## src/rtl/lcd_window_pixel_byte_generator_unit_defines.svh

```systemverilog
// Assertion macros shared by the RTL files.
`ifndef LCD_WINDOW_PIXEL_BYTE_GENERATOR_UNIT_DEFINES_SVH
`define LCD_WINDOW_PIXEL_BYTE_GENERATOR_UNIT_DEFINES_SVH

`ifndef SYNTHESIS
// Checked in reset-free operation.
`define LWPB_ASSERT(lbl, prop, msg) \
  lbl: assert property (@(posedge clk) disable iff (!rst_n) prop) else $error(msg);
// Checked on every edge, reset included.
`define LWPB_ASSERT_ALWAYS(lbl, prop, msg) \
  lbl: assert property (@(posedge clk) prop) else $error(msg);
`else
`define LWPB_ASSERT(lbl, prop, msg)
`define LWPB_ASSERT_ALWAYS(lbl, prop, msg)
`endif

`endif

```

## src/rtl/lwpb_pkg.sv

```systemverilog
package lwpb_pkg;

  // Command codes on in_command.
  localparam logic [1:0] CMD_WINDOW = 2'd0;
  localparam logic [1:0] CMD_PIXEL  = 2'd1;
  localparam logic [1:0] CMD_GLYPH  = 2'd2;

  // Controller opcodes.
  localparam logic [7:0] OP_COLUMN_SET  = 8'h2A;
  localparam logic [7:0] OP_ROW_SET     = 8'h2B;
  localparam logic [7:0] OP_MEMORY_WRITE = 8'h2C;

  // Byte position counter within one item.
  localparam int IDX_W = 4;
  localparam logic [IDX_W-1:0] WIN_LAST   = 4'd10;
  localparam logic [IDX_W-1:0] PIX_LAST   = 4'd1;
  localparam logic [IDX_W-1:0] GLYPH_LAST = 4'd15;

  // Descriptor queue between front and back (depth must be a power of two).
  localparam int Q_DEPTH = 2;
  localparam int Q_AW    = $clog2(Q_DEPTH);
  localparam int Q_CW    = $clog2(Q_DEPTH + 1);

  typedef enum logic [1:0] {
    KIND_WINDOW,
    KIND_PIXEL,
    KIND_GLYPH
  } kind_t;

  // One classified item. Window: w0 sx, w1 ex, w2 sy, w3 ey.
  // Pixel: w0 colour. Glyph: w0 fore, w1 back, bits font row.
  typedef struct packed {
    kind_t       kind;
    logic [15:0] w0;
    logic [15:0] w1;
    logic [15:0] w2;
    logic [15:0] w3;
    logic [7:0]  bits;
  } desc_t;

  // Queue handshake between front and back.
  typedef struct packed {
    logic full;
    logic empty;
  } q_stat_t;

endpackage

```

## src/rtl/lwpb_front.sv

```systemverilog
module lwpb_front (
  input  logic             push,
  output logic             full,
  input  logic [1:0]       in_command,
  input  logic [15:0]      in_start_x,
  input  logic [15:0]      in_start_y,
  input  logic [15:0]      in_win_width,
  input  logic [15:0]      in_win_height,
  input  logic [15:0]      in_fore_color,
  input  logic [15:0]      in_back_color,
  input  logic [7:0]       in_glyph_bits,
  input  lwpb_pkg::q_stat_t q_stat,
  output logic             q_push,
  output lwpb_pkg::desc_t  q_desc
);
  import lwpb_pkg::*;

  logic        accept;
  logic        known;
  logic [15:0] end_x;
  logic [15:0] end_y;

  assign full   = q_stat.full;
  assign accept = push && !q_stat.full;
  assign q_push = accept && known;

  // End addresses wrap modulo 2^16.
  assign end_x = in_start_x + in_win_width - 16'd1;
  assign end_y = in_start_y + in_win_height - 16'd1;

  always_comb begin
    known       = 1'b1;
    q_desc.kind = KIND_PIXEL;
    q_desc.w0   = in_fore_color;
    q_desc.w1   = in_back_color;
    q_desc.w2   = in_start_y;
    q_desc.w3   = end_y;
    q_desc.bits = in_glyph_bits;
    case (in_command)
      CMD_WINDOW: begin
        q_desc.kind = KIND_WINDOW;
        q_desc.w0   = in_start_x;
        q_desc.w1   = end_x;
      end
      CMD_PIXEL: begin
        q_desc.kind = KIND_PIXEL;
      end
      CMD_GLYPH: begin
        q_desc.kind = KIND_GLYPH;
      end
      default: begin
        // unused code: item is swallowed, no bytes
        known = 1'b0;
      end
    endcase
  end

endmodule

```

## src/rtl/lwpb_queue.sv

```systemverilog
`include "lcd_window_pixel_byte_generator_unit_defines.svh"

module lwpb_queue (
  input  logic              clk,
  input  logic              rst_n,
  input  logic              q_push,
  input  lwpb_pkg::desc_t   q_din,
  input  logic              q_pop,
  output lwpb_pkg::desc_t   q_head,
  output lwpb_pkg::q_stat_t q_stat
);
  import lwpb_pkg::*;

  desc_t           ent_r [Q_DEPTH];
  logic [Q_AW-1:0] wr_ptr_r, wr_ptr_nxt;
  logic [Q_AW-1:0] rd_ptr_r, rd_ptr_nxt;
  logic [Q_CW-1:0] cnt_r, cnt_nxt;
  logic            do_push;
  logic            do_pop;

  assign q_stat.full  = (cnt_r == Q_CW'(Q_DEPTH));
  assign q_stat.empty = (cnt_r == '0);
  assign q_head       = ent_r[rd_ptr_r];

  assign do_push = q_push && !q_stat.full;
  assign do_pop  = q_pop && !q_stat.empty;

  always_comb begin
    wr_ptr_nxt = do_push ? wr_ptr_r + 1'b1 : wr_ptr_r;
    rd_ptr_nxt = do_pop ? rd_ptr_r + 1'b1 : rd_ptr_r;
    cnt_nxt    = cnt_r;
    if (do_push && !do_pop) begin
      cnt_nxt = cnt_r + 1'b1;
    end else if (do_pop && !do_push) begin
      cnt_nxt = cnt_r - 1'b1;
    end
  end

  always_ff @(posedge clk) begin
    if (!rst_n) begin
      wr_ptr_r <= '0;
      rd_ptr_r <= '0;
      cnt_r    <= '0;
    end else begin
      wr_ptr_r <= wr_ptr_nxt;
      rd_ptr_r <= rd_ptr_nxt;
      cnt_r    <= cnt_nxt;
    end
  end

  always_ff @(posedge clk) begin
    if (do_push) begin
      ent_r[wr_ptr_r] <= q_din;
    end
  end

  `LWPB_ASSERT(a_q_cnt_range, (cnt_r <= Q_CW'(Q_DEPTH)), "queue count over depth")
  `LWPB_ASSERT(a_q_ptr_empty, (cnt_r == '0) |-> (wr_ptr_r == rd_ptr_r), "empty queue, ptrs differ")

endmodule

```

## src/rtl/lwpb_back.sv

```systemverilog
`include "lcd_window_pixel_byte_generator_unit_defines.svh"

module lwpb_back (
  input  logic              clk,
  input  logic              rst_n,
  input  lwpb_pkg::q_stat_t q_stat,
  input  lwpb_pkg::desc_t   q_head,
  output logic              q_pop,
  output logic              empty,
  input  logic              pop,
  output logic [7:0]        out_byte,
  output logic              out_is_data,
  output logic              out_last
);
  import lwpb_pkg::*;

  desc_t            cur_r, cur_nxt;
  logic             busy_r, busy_nxt;
  logic [IDX_W-1:0] idx_r, idx_nxt;
  logic             vld_r, vld_nxt;
  logic [7:0]       byte_r;
  logic             data_r;
  logic             last_r;

  logic             can_load;
  logic             emit;
  logic             take;
  logic [7:0]       gen_byte;
  logic             gen_data;
  logic             gen_last;
  logic [15:0]      glyph_col;

  assign empty       = !vld_r;
  assign out_byte    = byte_r;
  assign out_is_data = data_r;
  assign out_last    = last_r;

  // Output register frees up when empty or being popped this edge.
  assign can_load = !vld_r || pop;
  assign emit     = busy_r && can_load;
  assign take     = (!busy_r || (emit && gen_last)) && !q_stat.empty;
  assign q_pop    = take;

  // glyph: two bytes per pixel, pixel index is idx/2, bit 0 first
  assign glyph_col = cur_r.bits[idx_r[IDX_W-1:1]] ? cur_r.w0 : cur_r.w1;

  always_comb begin
    gen_byte = 8'h00;
    gen_data = 1'b1;
    gen_last = 1'b0;
    case (cur_r.kind)
      KIND_WINDOW: begin
        gen_last = (idx_r == WIN_LAST);
        case (idx_r)
          4'd0: begin
            gen_byte = OP_COLUMN_SET;
            gen_data = 1'b0;
          end
          4'd1:    gen_byte = cur_r.w0[15:8];
          4'd2:    gen_byte = cur_r.w0[7:0];
          4'd3:    gen_byte = cur_r.w1[15:8];
          4'd4:    gen_byte = cur_r.w1[7:0];
          4'd5: begin
            gen_byte = OP_ROW_SET;
            gen_data = 1'b0;
          end
          4'd6:    gen_byte = cur_r.w2[15:8];
          4'd7:    gen_byte = cur_r.w2[7:0];
          4'd8:    gen_byte = cur_r.w3[15:8];
          4'd9:    gen_byte = cur_r.w3[7:0];
          default: begin
            gen_byte = OP_MEMORY_WRITE;
            gen_data = 1'b0;
          end
        endcase
      end
      KIND_PIXEL: begin
        gen_last = (idx_r == PIX_LAST);
        gen_byte = idx_r[0] ? cur_r.w0[7:0] : cur_r.w0[15:8];
      end
      KIND_GLYPH: begin
        gen_last = (idx_r == GLYPH_LAST);
        gen_byte = idx_r[0] ? glyph_col[7:0] : glyph_col[15:8];
      end
      default: begin
        gen_last = 1'b1;
      end
    endcase
  end

  always_comb begin
    cur_nxt  = take ? q_head : cur_r;
    idx_nxt  = idx_r;
    busy_nxt = busy_r;
    if (take) begin
      idx_nxt  = '0;
      busy_nxt = 1'b1;
    end else if (emit) begin
      idx_nxt  = idx_r + 1'b1;
      busy_nxt = !gen_last;
    end
    vld_nxt = emit ? 1'b1 : (pop ? 1'b0 : vld_r);
  end

  always_ff @(posedge clk) begin
    if (!rst_n) begin
      busy_r <= 1'b0;
      idx_r  <= '0;
      vld_r  <= 1'b0;
    end else begin
      busy_r <= busy_nxt;
      idx_r  <= idx_nxt;
      vld_r  <= vld_nxt;
    end
  end

  always_ff @(posedge clk) begin
    cur_r <= cur_nxt;
    if (emit) begin
      byte_r <= gen_byte;
      data_r <= gen_data;
      last_r <= gen_last;
    end
  end

  `LWPB_ASSERT(a_idx_win, (busy_r && cur_r.kind == KIND_WINDOW) |-> (idx_r <= WIN_LAST), "win idx")
  `LWPB_ASSERT(a_idx_pix, (busy_r && cur_r.kind == KIND_PIXEL) |-> (idx_r <= PIX_LAST), "pix idx")
  `LWPB_ASSERT(a_take_idle, take |-> (!busy_r || (emit && gen_last)), "taken mid-item")
  `LWPB_ASSERT_ALWAYS(a_reset_clears, (!rst_n) |=> (!busy_r && !vld_r), "reset left busy")

endmodule

```

## src/rtl/lcd_window_pixel_byte_generator_unit.sv

```systemverilog
// Channel   Handshake     Payload
// input     push / full   in_command, in_start_x .. in_glyph_bits (eight fields)
// result    empty / pop   out_byte, out_is_data, out_last
//
// One result byte per cycle while pop is held and items wait; an item gives 11 bytes (window),
// 2 (pixel) or 16 (glyph row), set by the back-end byte sequencer.
// The 2-deep descriptor queue takes an item per cycle while it has room; full rises
// only when two items wait behind the one in work. Command code 3 is taken, dropped.
// rst_n is synchronous, active low; clears queue pointers, sequencer, output valid.
// A stalled pop holds the output byte and backs up the sequencer.
module lcd_window_pixel_byte_generator_unit (
  input  logic        clk,
  input  logic        rst_n,
  input  logic        push,
  output logic        full,
  input  logic [1:0]  in_command,
  input  logic [15:0] in_start_x,
  input  logic [15:0] in_start_y,
  input  logic [15:0] in_win_width,
  input  logic [15:0] in_win_height,
  input  logic [15:0] in_fore_color,
  input  logic [15:0] in_back_color,
  input  logic [7:0]  in_glyph_bits,
  output logic        empty,
  input  logic        pop,
  output logic [7:0]  out_byte,
  output logic        out_is_data,
  output logic        out_last
);
  import lwpb_pkg::*;

  q_stat_t q_stat;
  logic    q_push;
  logic    q_pop;
  desc_t   q_din;
  desc_t   q_head;

  // Front: classify the item and work out window end addresses.
  lwpb_front u_front (
    .push          (push),
    .full          (full),
    .in_command    (in_command),
    .in_start_x    (in_start_x),
    .in_start_y    (in_start_y),
    .in_win_width  (in_win_width),
    .in_win_height (in_win_height),
    .in_fore_color (in_fore_color),
    .in_back_color (in_back_color),
    .in_glyph_bits (in_glyph_bits),
    .q_stat        (q_stat),
    .q_push        (q_push),
    .q_desc        (q_din)
  );

  // Descriptor queue decouples the two sides.
  lwpb_queue u_queue (
    .clk    (clk),
    .rst_n  (rst_n),
    .q_push (q_push),
    .q_din  (q_din),
    .q_pop  (q_pop),
    .q_head (q_head),
    .q_stat (q_stat)
  );

  // Back: steps through the bytes of one descriptor into the output register.
  lwpb_back u_back (
    .clk         (clk),
    .rst_n       (rst_n),
    .q_stat      (q_stat),
    .q_head      (q_head),
    .q_pop       (q_pop),
    .empty       (empty),
    .pop         (pop),
    .out_byte    (out_byte),
    .out_is_data (out_is_data),
    .out_last    (out_last)
  );

endmodule

```

## config.mk

```make
export PLATFORM = sky130hd
export DESIGN_NAME = lcd_window_pixel_byte_generator_unit
export DESIGN_NICKNAME = d
export VERILOG_FILES = /design/src/rtl/lwpb_pkg.sv /design/src/rtl/lwpb_front.sv /design/src/rtl/lwpb_queue.sv /design/src/rtl/lwpb_back.sv /design/src/rtl/lcd_window_pixel_byte_generator_unit.sv
export VERILOG_INCLUDE_DIRS = /design/src /design/src/rtl
export SDC_FILE = /design/constraint.sdc
export NUM_CORES = 1
export LEC_CHECK = 0
export BUFFER_PORTS_ARGS = -buffer_cell sky130_fd_sc_hd__buf_2
export CORE_MARGIN = 5
export CORE_UTILIZATION = 55
export CTS_BUF_LIST = sky130_fd_sc_hd__clkbuf_4
export CTS_CLUSTER_DIAMETER = 30
export DETAILED_ROUTE_END_ITERATION = 10
export PLACE_DENSITY = 0.75
export SETUP_SLACK_MARGIN = 0.1
export SLEW_MARGIN = 40
export SYNTH_ARGS = -nofsm -noshare
export SYNTH_HDL_FRONTEND = slang
export SYNTH_HIERARCHICAL = 1
export SYNTH_SLANG_ARGS = --single-unit
```

## constraint.sdc

```tcl
create_clock -name clk -period 5.2 [get_ports clk]
set_input_delay 1.3 -clock clk [delete_from_list [all_inputs] [get_ports clk]]
set_output_delay 1.3 -clock clk [all_outputs]
set_load 0.01 [all_outputs]
```

==> impl_metrics.env, run 1 <==
export IMPL_status="completed"
export IMPL_via_per_inst=5.463
export IMPL_drc=0
export IMPL_fill_cells=1679
export IMPL_tritoncts_num_buffers=67
export IMPL_avgSynthCellArea_um2=12.77
export IMPL_grt_pass1_wl_um=39560
export IMPL_std_cell_rows=54
export IMPL_synth_top_family_by_area="multiplexers"
export IMPL_maxSlewViolCount=0
export IMPL_reg2reg_slack_ns=2.05
export IMPL_tns_ns=0
export IMPL_final_cells=1415
export IMPL_yosysSeqAreaShare=0.5897
export IMPL_syn_area_um2=12190
export IMPL_core_area_um2=21820
export IMPL_clkLatencyLatePin_ns=0.64
export IMPL_drv_cap=0
export IMPL_nets=1265
export IMPL_area_growth_syn_to_layout_pct=12.81
export IMPL_cts_sinks=243
export IMPL_drive_above_1_share=0.2840
export IMPL_worstReg2RegEnd="u_queue/cnt_r[1]$_SDFFE_PN0P_"
export IMPL_period_share=0.6414
export IMPL_synthSimpleGateAreaFrac=0.06222
export IMPL_syn_nets=1129
export IMPL_globalplace_congestion=0.8626
export IMPL_critPathCaptureType="flip-flop"
export IMPL_dp_cells=1300
export IMPL_finalHoldViolations=0
export IMPL_clock_skew_ns=0.02370
export IMPL_relSlewSlack=0.4482
export IMPL_ios=122
export IMPL_ys_warn_count=6
export IMPL_initial_core_util=0.5584
export IMPL_critical_path_arrival_ns=3.76
export IMPL_wl_per_cell_um=17.56
export IMPL_startpoint_type="input port"
export IMPL_fmax_ghz=0.2998
export IMPL_die_w_um=158.9
export IMPL_die_h_um=158.9
export IMPL_min_period_ns=3.335
export IMPL_grt_max_degree=76
export IMPL_cts_hold_buf=0
export IMPL_io_buffer_count=121
export IMPL_async_flop_share=0
export IMPL_peakVddDrop_uv=338.6
export IMPL_synth_compound_area_frac=0.09045
export IMPL_synth_cells=954
export IMPL_synthXorXnorAreaFrac=0.02012
export IMPL_crit_fanout=4
export IMPL_rsz0062_at_grt="no"
export IMPL_htreeDepth=3
export IMPL_cp_required_ns=5.62
export IMPL_yosys_mux_area_fraction=0.09867
export IMPL_drtIter0Drc=599
export IMPL_synth_fa_ha_area_frac=0.06797
export IMPL_grt_pass1_vias=7711
export IMPL_final_common_cell="edfxtp_1"
export IMPL_root_buffer="clkbuf_4"
export IMPL_grt_usage=0.1950
export IMPL_final_antenna_net_count=0
export IMPL_hpwl_um=16650
export IMPL_multiInputGateArea_um2=4177
export IMPL_cp_endpoint="u_queue/ent_r[1][53]$_DFFE_PP_"
export IMPL_ff_latch_area_um2=7191
export IMPL_clk_pin_slew_ns=0.06
export IMPL_leakagePower_nw=5.553
export IMPL_worst_pin_slew_ns=0.8278
export IMPL_path_class="in -> reg"
export IMPL_vias=7730
export IMPL_min_path_type="reg -> reg"
export IMPL_powerDensity_nw_per_um2=496.1
export IMPL_setup_violations=0
export IMPL_ff2ff_path_depth=10
export IMPL_yosysUniqueCellTypes=65
export IMPL_drtPass1Iterations=5
export IMPL_yosys_most_used_dff="edfxtp_1"
export IMPL_grt_overflow=0
export IMPL_ys_ff_latch=243
export IMPL_synth_edf_count=232
export IMPL_cts_buffer_depth=3
export IMPL_mostFrequentLayoutCells="edfxtp_1, inv_1, buf_2, clkbuf_4, mux2_2"
export IMPL_finalWirelength_um=24840
export IMPL_r2r_start="u_back/idx_r[0]$_SDFFE_PP0P_"
export IMPL_die_area_um2=25230
export IMPL_cts_resized=0
export IMPL_cts_tree="built"
export IMPL_startpoint="in_start_x[1]"
export IMPL_antenna_found_initial=1
export IMPL_post_cts_repair_setup_buffers=0
power breakdown:
part	total (mW)	switching, mW	internal, mW
clock network	1.65	0.739	0.912
registers	3.26	0.307	2.95
logic	1.91	1.12	0.792
total	6.82	2.16	4.66
cell families after synthesis:
logic type / count (synthesis)
flops: 243
buf+inv: 194
compound gates: 164
simple gates: 154
mux: 106
fa+ha+maj: 65
xor+xnor: 28
through the flow:
stage                     hold slack [ns]  power [mW]  setup WS [ns]  area, µm²  utilization
after floorplan                    0.4833       4.578         0.1070      12190            -
after global placement             0.5082       5.098          1.386      12870       0.5898
after detailed placement           0.5316       5.144          1.272      12890       0.5905
after CTS                          0.5247       6.837          1.781      13710       0.6284
after global routing               0.5406       7.228          1.785      13750       0.6300
final                              0.5278       6.820          1.865      13750       0.6300
final cells by class:
cell class | instances | share of cell area
inverter | 131 | 0.03577
timing repair buffer | 130 | 0.05160
antenna | 1 | 0.0001820
sequential | 243 | 0.5230
multi-input combinational | 517 | 0.3038
tap | 280 | 0.02548
clock buffer | 91 | 0.04969
clock inverter | 22 | 0.01047
Yosys cell counts, types with 5 or more instances:
cell	count	share of area
nor2_1	23	0.0071
a22o_1	9	0.0065
mux2_2	77	0.071
xor2_1	13	0.0093
nor2b_1	10	0.0051
a211oi_1	5	0.0031
clkbuf_1	17	0.0052
o21a_1	6	0.0037
buf_2	9	0.0037
o211ai_1	6	0.0037
xnor2_1	15	0.011
nand2b_1	7	0.0036
nand4_1	5	0.0026
ha_1	63	0.065
edfxtp_1	232	0.57
nor3b_1	7	0.0043
buf_4	31	0.019
inv_1	130	0.040
and3_1	7	0.0036
o21ai_0	42	0.017
a21o_1	10	0.0062
buf_1	5	0.0015
nand3_1	11	0.0045
a221oi_1	9	0.0065
nand2_1	62	0.019
a22oi_1	12	0.0074
dfxtp_1	11	0.018
mux2i_1	26	0.021
a21oi_1	25	0.010
flip-flops by register name, summed over array words and instances, names as in the netlist, 2 cells and up, named ones only:
signal and flops:
u_back/cur_r 74, u_queue/ent_r 148, u_queue/cnt_r 2, u_back/idx_r 4, u_back/out_byte 8
how the worst min path moves through the flow:
stage	slack [ns]	start	cells past startpoint	endpoint
final	0.53	u_queue/ent_r[1][50]$_DFFE_PP_	1	u_back/cur_r[50]$_DFFE_PP_
after detailed placement	0.53	u_queue/ent_r[1][6]$_DFFE_PP_	1	u_back/cur_r[6]$_DFFE_PP_
after global routing	0.54	u_queue/ent_r[1][50]$_DFFE_PP_	1	u_back/cur_r[50]$_DFFE_PP_
after global placement	0.51	u_queue/cnt_r[1]$_SDFFE_PN0P_	2	u_queue/cnt_r[1]$_SDFFE_PN0P_
after floorplan	0.48	u_queue/cnt_r[1]$_SDFFE_PN0P_	2	u_queue/cnt_r[1]$_SDFFE_PN0P_
after CTS	0.52	u_queue/ent_r[1][50]$_DFFE_PP_	1	u_back/cur_r[50]$_DFFE_PP_
critical path, cell delays in order:
cell and delay, ns:
buf_2 0.07, inv_1 0.04, ha_1 0.28, inv_1 0.04, ha_1 0.22, fa_1 0.42, a21o_1 0.21, a221oi_1 0.35
nand3b_1 0.20, o22ai_1 0.14, o21a_1 0.20, o31ai_1 0.28
per-layer routing:
metal | wire length (µm) | up-vias | GRT usage | part of all wire
met5 | 0 | - | 0 | 0
met4 | 435 | 0 | 0.06592 | 0.018
met3 | 1618 | 37 | 0.04769 | 0.065
met2 | 12060 | 261 | 0.3124 | 0.49
met1 | 10730 | 3664 | 0.2631 | 0.43
li1 | - | 3768 | - | -
Power figures use the tool's default switching activity.
==> run 2, diff against run 1 <==
- ABC_AREA: default -> 1
- PLACE_DENSITY: 0.75 -> 0.72
- clock period: 5.2 -> 3.1 ns (I/O delays scaled with it)
==> run 2 against run 1 <==
Net effect: cell count rose by 24%; synthesized area grew 6.3%; first-iteration DRC count shrank 0.83%; synthesized cell count increased by 29%; non-clock buffer count up 3; register-to-register slack got worse by 1.3 ns; global-route usage rose by 2.1 points; routed wire length grew 12%; flip-flop and latch count did not move; via count rose by 12%; total power rose by 67%; largest cell class unchanged; highest routed layer unchanged.
==> impl_metrics.env, run 2 <==
export IMPL_mostFrequentLayoutCells="nand2_1, edfxtp_1, inv_1, buf_2, clkbuf_4"
export IMPL_dp_cells=1640
export IMPL_grt_usage=0.2160
export IMPL_critical_path_arrival_ns=2.76
export IMPL_min_path_type="in -> reg"
export IMPL_final_antenna_net_count=0
export IMPL_leakagePower_nw=6.738
export IMPL_multiInputGateArea_um2=4612
export IMPL_cts_resized=0
export IMPL_syn_nets=1408
export IMPL_post_cts_repair_setup_buffers=0
export IMPL_finalWirelength_um=27790
export IMPL_powerDensity_nw_per_um2=773.4
export IMPL_std_cell_rows=56
export IMPL_htreeDepth=3
export IMPL_antenna_found_initial=1
export IMPL_cts_tree="built"
export IMPL_largest_reg_flops=148
export IMPL_clk_pin_slew_ns=0.07
export IMPL_relSlewSlack=0.5852
export IMPL_io_buffer_count=121
export IMPL_synth_edf_count=232
export IMPL_yosysUniqueCellTypes=39
export IMPL_fill_cells=1936
export IMPL_max_flop_register="u_queue/ent_r"
export IMPL_synth_cells=1233
export IMPL_crit_chain="buf_4 > inv_2 > ha_1 > nand3_1 > inv_1 > nand2_1 > nand2_1 > inv_1 > nand4_1 > o21bai_1 > nor2_1"
export IMPL_syn_area_um2=12960
export IMPL_tritoncts_num_buffers=68
export IMPL_holdWs_ns=0.3173
export IMPL_yosysSeqAreaShare=0.5545
export IMPL_wl_per_cell_um=15.82
export IMPL_core_area_um2=23330
export IMPL_cts_hold_buf=0
export IMPL_fin_ws_ns=0.7161
export IMPL_synth_top_area_share=0.5376
export IMPL_nets=1566
export IMPL_dp_slack_ns=0.3553
export IMPL_die_h_um=163.5
export IMPL_synth_cells_most_frequent="nand2_1, edfxtp_1, inv_1"
export IMPL_worst_pin_slew_ns=0.6213
export IMPL_grt_overflow=0
export IMPL_cts_sinks=243
export IMPL_finalHoldViolations=0
export IMPL_async_flop_share=0
export IMPL_status="completed"
export IMPL_rsz0062_at_grt="no"
export IMPL_crit_fanout=24
export IMPL_drc=0
export IMPL_yosys_area_top_type="edfxtp_1"
export IMPL_die_w_um=163.5
export IMPL_die_area_um2=26730
export IMPL_cts_buffer_depth=3
export IMPL_fmax_ghz=0.4195
export IMPL_cp_num_buf_inv=4
export IMPL_peakVddDrop_uv=858.4
export IMPL_ff_latch_area_um2=7191
export IMPL_root_buffer="clkbuf_4"
export IMPL_grt_pass1_wl_um=44950
export IMPL_grt_pass1_vias=8864
export IMPL_min_period_ns=2.384
export IMPL_drtIter0Drc=594
export IMPL_drtPass1Iterations=5
export IMPL_ys_top_cells_by_area="edfxtp_1, nand2_1, mux2_4, inv_1, ha_1"
export IMPL_area_growth_syn_to_layout_pct=13.83
export IMPL_avgSynthCellArea_um2=10.51
export IMPL_cp_slowest_stage_delay_ns=0.34
export IMPL_yosys_most_used_dff="edfxtp_1"
export IMPL_drive_above_1_share=0.2547
export IMPL_via_per_inst=4.939
export IMPL_ys_warn_count=6
export IMPL_final_common_cell="nand2_1"
export IMPL_cp_slowest_cell="dfxtp_1"
export IMPL_cp_top_family="buffers and inverters"
export IMPL_final_cells=1757
export IMPL_cp_required_ns=3.48
export IMPL_initial_core_util=0.5554
export IMPL_clock_skew_ns=0.03523
export IMPL_drv_cap=0
export IMPL_hpwl_um=19980
export IMPL_globalplace_congestion=0.9042
export IMPL_ios=122
export IMPL_path_class="reg -> reg"
export IMPL_grt_max_degree=75
export IMPL_clkLatencyLatePin_ns=0.64
export IMPL_maxSlewViolCount=0
export IMPL_setup_violations=0
export IMPL_period_share=0.7690
export IMPL_ys_ff_latch=243
export IMPL_startpoint_type="flip-flop"
export IMPL_synth_most_common_cell="nand2_1"
export IMPL_critPathCaptureType="flip-flop"
export IMPL_vias=8678
## run 2: area by class of cell
class,instances,area share
diodes,1,0.0001696
clock buffers,96,0.04885
clock inverters,20,0.01450
inverters,228,0.05886
multi-input cells,717,0.3126
flip-flops and latches,243,0.4874
well taps,319,0.02705
repair buffers,133,0.05055
## run 2: worst register-to-register path, stage by stage (launching register included)
cell and delay [ns]:
dfxtp_1 0.34, buf_4 0.31, inv_2 0.19, ha_1 0.33
nand3_1 0.20, inv_1 0.16, nand2_1 0.09, nand2_1 0.05
inv_1 0.04, nand4_1 0.14, o21bai_1 0.20, nor2_1 0.08
## run 2: logic make-up after synthesis
logic type                 count (synthesis)  share of synthesized area
muxes                                     80                    0.08631
DFF                                      243                     0.5545
adders and majority gates                 65                    0.06391
AOI/OAI and AO/OA                         78                    0.03186
xor gates and xnor gates                  18                    0.01216
and+or+nand+nor                          476                     0.1583
buffers and inverters                    273                    0.09287
## run 2: path summary, 6_finish.rpt
path                              endpoint                          start  cells after the start  slack (ns)
max reg2reg   u_back/out_byte[5]$_DFFE_PP_   u_back/idx_r[0]$_SDFFE_PP0P_                     11        0.72
min reg2reg                      flip-flop  u_queue/rd_ptr_r$_SDFFE_PN0P_                      2        0.50
max           u_back/out_byte[5]$_DFFE_PP_   u_back/idx_r[0]$_SDFFE_PP0P_                     11        0.72
min          u_queue/ent_r[1][1]$_DFFE_PP_               in_glyph_bits[1]                      1        0.32
## run 2: power by group
group / total, mW / switching [mW] / internal (mW)
sequential: 5.16 / 0.411 / 4.75
combinational: 3.14 / 1.89 / 1.26
clock: 3.11 / 1.27 / 1.84
## run 2: per-stage QoR
stage / TNS, ns / utilization / total power, mW / area (µm²)
after floorplan: -46.01 / - / 7.424 / 13000
after global placement: 0 / 0.5921 / 8.294 / 13820
after detailed placement: 0 / 0.5921 / 8.361 / 13820
after CTS: 0 / 0.6322 / 11.54 / 14750
after global routing: 0 / 0.6323 / 12.16 / 14750
final: 0 / 0.6323 / 11.41 / 14750
## run 2: per-layer routing
layer	global-route usage	up-vias	wire length, µm
li1	-	4386	-
met1	0.2910	4030	12030
met2	0.3515	222	13470
met3	0.04921	40	1754
met4	0.06710	0	536
met5	0	-	0
==> run 3, diff against run 2 <==
- clock period: 3.1 -> 2.46 ns (I/O delays scaled with it)
==> run 3 against run 2 <==
Net effect: via count increased by 1.6%; sequential share of layout area shrank 0.66 points; clock power is 18% higher; largest cell class unchanged; sequential power increased by 25%; global-route usage down 0.50 points; critical path type unchanged; clock skew grew 0.0098 ns; total power rose by 25%; setup slack worse by 0.46 ns; maximum frequency is 8.2% higher; count of clock-buffer cells in the layout is 3 lower; largest power group unchanged.
==> impl_metrics.env, run 3 (synthesis gave the netlist of run 2 again) <==
export IMPL_cts_sinks=243
export IMPL_final_antenna_net_count=0
export IMPL_antenna_found_initial=1
export IMPL_final_cells=1787
export IMPL_cp_slowest_cell="dfxtp_1"
export IMPL_grt_pass1_wl_um=44040
export IMPL_die_h_um=163.5
export IMPL_fill_cells=1927
export IMPL_swShare=0.3167
export IMPL_leakagePower_nw=6.864
export IMPL_drtPass1Iterations=5
export IMPL_drc=0
export IMPL_finalHoldViolations=0
export IMPL_clk_pin_slew_ns=0.07
export IMPL_cts_buffer_depth=3
export IMPL_core_area_um2=23330
export IMPL_power_frac_comb=0.291
export IMPL_min_path_type="in -> reg"
export IMPL_peakVddDrop_uv=591.7
export IMPL_dp_slack_ns=-0.1265
export IMPL_cts_tree="built"
export IMPL_critical_path_arrival_ns=2.61
export IMPL_dp_cells=1668
export IMPL_drive_above_1_share=0.2686
export IMPL_root_buffer="clkbuf_4"
export IMPL_setup_violations=0
export IMPL_finalWirelength_um=27640
export IMPL_multiInputGateArea_um2=4619
export IMPL_clkLatencyLatePin_ns=0.63
export IMPL_ios=122
export IMPL_io_buffer_count=121
export IMPL_relSlewSlack=0.4979
export IMPL_grt_pass1_vias=8743
export IMPL_via_per_inst=4.933
export IMPL_fin_ws_ns=0.2566
export IMPL_std_cell_rows=56
export IMPL_cp_required_ns=2.87
export IMPL_fmax_ghz=0.4539
export IMPL_tns_ns=0
export IMPL_initial_core_util=0.5554
export IMPL_nets=1595
export IMPL_power_internal_mw=9.761
export IMPL_max_flop_register="u_queue/ent_r"
export IMPL_grt_usage=0.2110
export IMPL_tritoncts_num_buffers=69
export IMPL_critPathCaptureType="flip-flop"
export IMPL_globalplace_congestion=0.9196
export IMPL_maxSlewViolCount=0
export IMPL_min_period_ns=2.203
export IMPL_path_common_cell="nand2_1"
export IMPL_final_common_cell="nand2_1"
export IMPL_hpwl_um=20440
export IMPL_die_area_um2=26730
export IMPL_switchingPower_mw=4.525
export IMPL_clockPowerShare=0.257
export IMPL_clock_skew_ns=0.04504
export IMPL_die_w_um=163.5
export IMPL_wl_per_cell_um=15.47
export IMPL_largest_reg_flops=148
export IMPL_powerDensity_nw_per_um2=955.1
export IMPL_status="completed"
export IMPL_power_frac_seq=0.452
export IMPL_crit_chain="buf_4 > ha_1 > nand3_1 > inv_2 > nand2_1 > nand2_1 > nor2_1 > nand2_1 > a21oi_1 > a21oi_1"
export IMPL_vias=8815
export IMPL_grt_overflow=0
export IMPL_crit_fanout=21
export IMPL_worst_pin_slew_ns=0.7521
export IMPL_drtIter0Drc=456
export IMPL_htreeDepth=3
export IMPL_startpoint_type="flip-flop"
export IMPL_cp_slowest_stage_delay_ns=0.42
export IMPL_area_growth_syn_to_layout_pct=15.42
export IMPL_period_share=0.8957
export IMPL_drv_cap=0
export IMPL_ff_latch_area_um2=7192
export IMPL_rsz0062_at_grt="no"
export IMPL_mostFrequentLayoutCells="nand2_1, edfxtp_1, inv_1, buf_2, clkbuf_4"
export IMPL_hold_path_depth=1
export IMPL_ff2ff_path_depth=10
export IMPL_grt_max_degree=75
export IMPL_cts_hold_buf=0
export IMPL_post_cts_repair_setup_buffers=0
export IMPL_path_class="reg -> reg"
run 3: cell types whose count changed in the layout (fill, tap and decap cells not counted), sizes merged:
cell	before	now
bufinv	5	3
clkbuf	96	93
clkinvlp	2	3
buf	133	161
clkinv	14	20
run 3: metrics by stage:
stage | utilization | power, mW | hold WS [ns] | area [µm²]
2_1_floorplan | - | 9.349 | 0.4669 | 13020
3_3_place_gp | 0.6031 | 10.60 | 0.4791 | 14070
3_5_place_dp | 0.6031 | 10.69 | 0.5176 | 14070
4_1_cts | 0.6408 | 14.44 | 0.1075 | 14950
5_1_grt | 0.6411 | 15.20 | 0.1003 | 14960
6_report | 0.6411 | 14.29 | 0.1777 | 14960
run 3: power by group through the flow:
stage / combinational (mW) / sequential, mW / clock, mW
finish: 4.16 / 6.46 / 3.67
floorplan: 2.99 / 6.36 / 0
global route: 4.59 / 6.54 / 4.07
global placement: 4.09 / 6.50 / 0
CTS: 4.18 / 6.46 / 3.80
detailed placement: 4.16 / 6.54 / 0
run 3: cell type report:
class	count	area share
Sequential cell	243	0.4808
Clock buffer	93	0.04668
Inverter	228	0.05830
Antenna cell	1	0.0001673
Clock inverter	25	0.01213
Tap cell	319	0.02668
Timing Repair Buffer	161	0.06642
Multi-Input combinational cell	717	0.3088
run 3: worst max-delay path, delay by kind of cell (launching register included):
kind,cells,cell delay [ns]
buffers and inverters,2,0.46
AND/OR/NAND/NOR,5,0.46
adder cells (fa/ha/maj),1,0.36
flip-flops,1,0.42
AO/OA/AOI/OAI,2,0.30
run 3: routing by layer:
layer / vias to the layer above / GRT usage / share of wire
li1: 4442 / - / -
met1: 4082 / 0.2812 / 0.44
met2: 254 / 0.3502 / 0.49
met3: 37 / 0.04870 / 0.062
met4: 0 / 0.05757 / 0.013
met5: - / 0 / 0
run 3: repair_timing:
item / CTS / global route
setup endpoints to repair: 0 / 2
gates resized for setup: 0 / 2
hold endpoints to repair: 0 / 0
run 3: path summary, 6_finish.rpt:
check,from,endpoint,slack [ns]
worst min-delay path,in_glyph_bits[3],u_queue/ent_r[1][3]$_DFFE_PP_,0.18
worst min register to register,u_back/busy_r$_SDFFE_PN0P_,u_back/busy_r$_SDFFE_PN0P_,0.52
worst max register to register,u_back/idx_r[0]$_SDFFE_PP0P_,u_back/out_byte[7]$_DFFE_PP_,0.26
worst max-delay path,u_back/idx_r[0]$_SDFFE_PP0P_,u_back/out_byte[7]$_DFFE_PP_,0.26
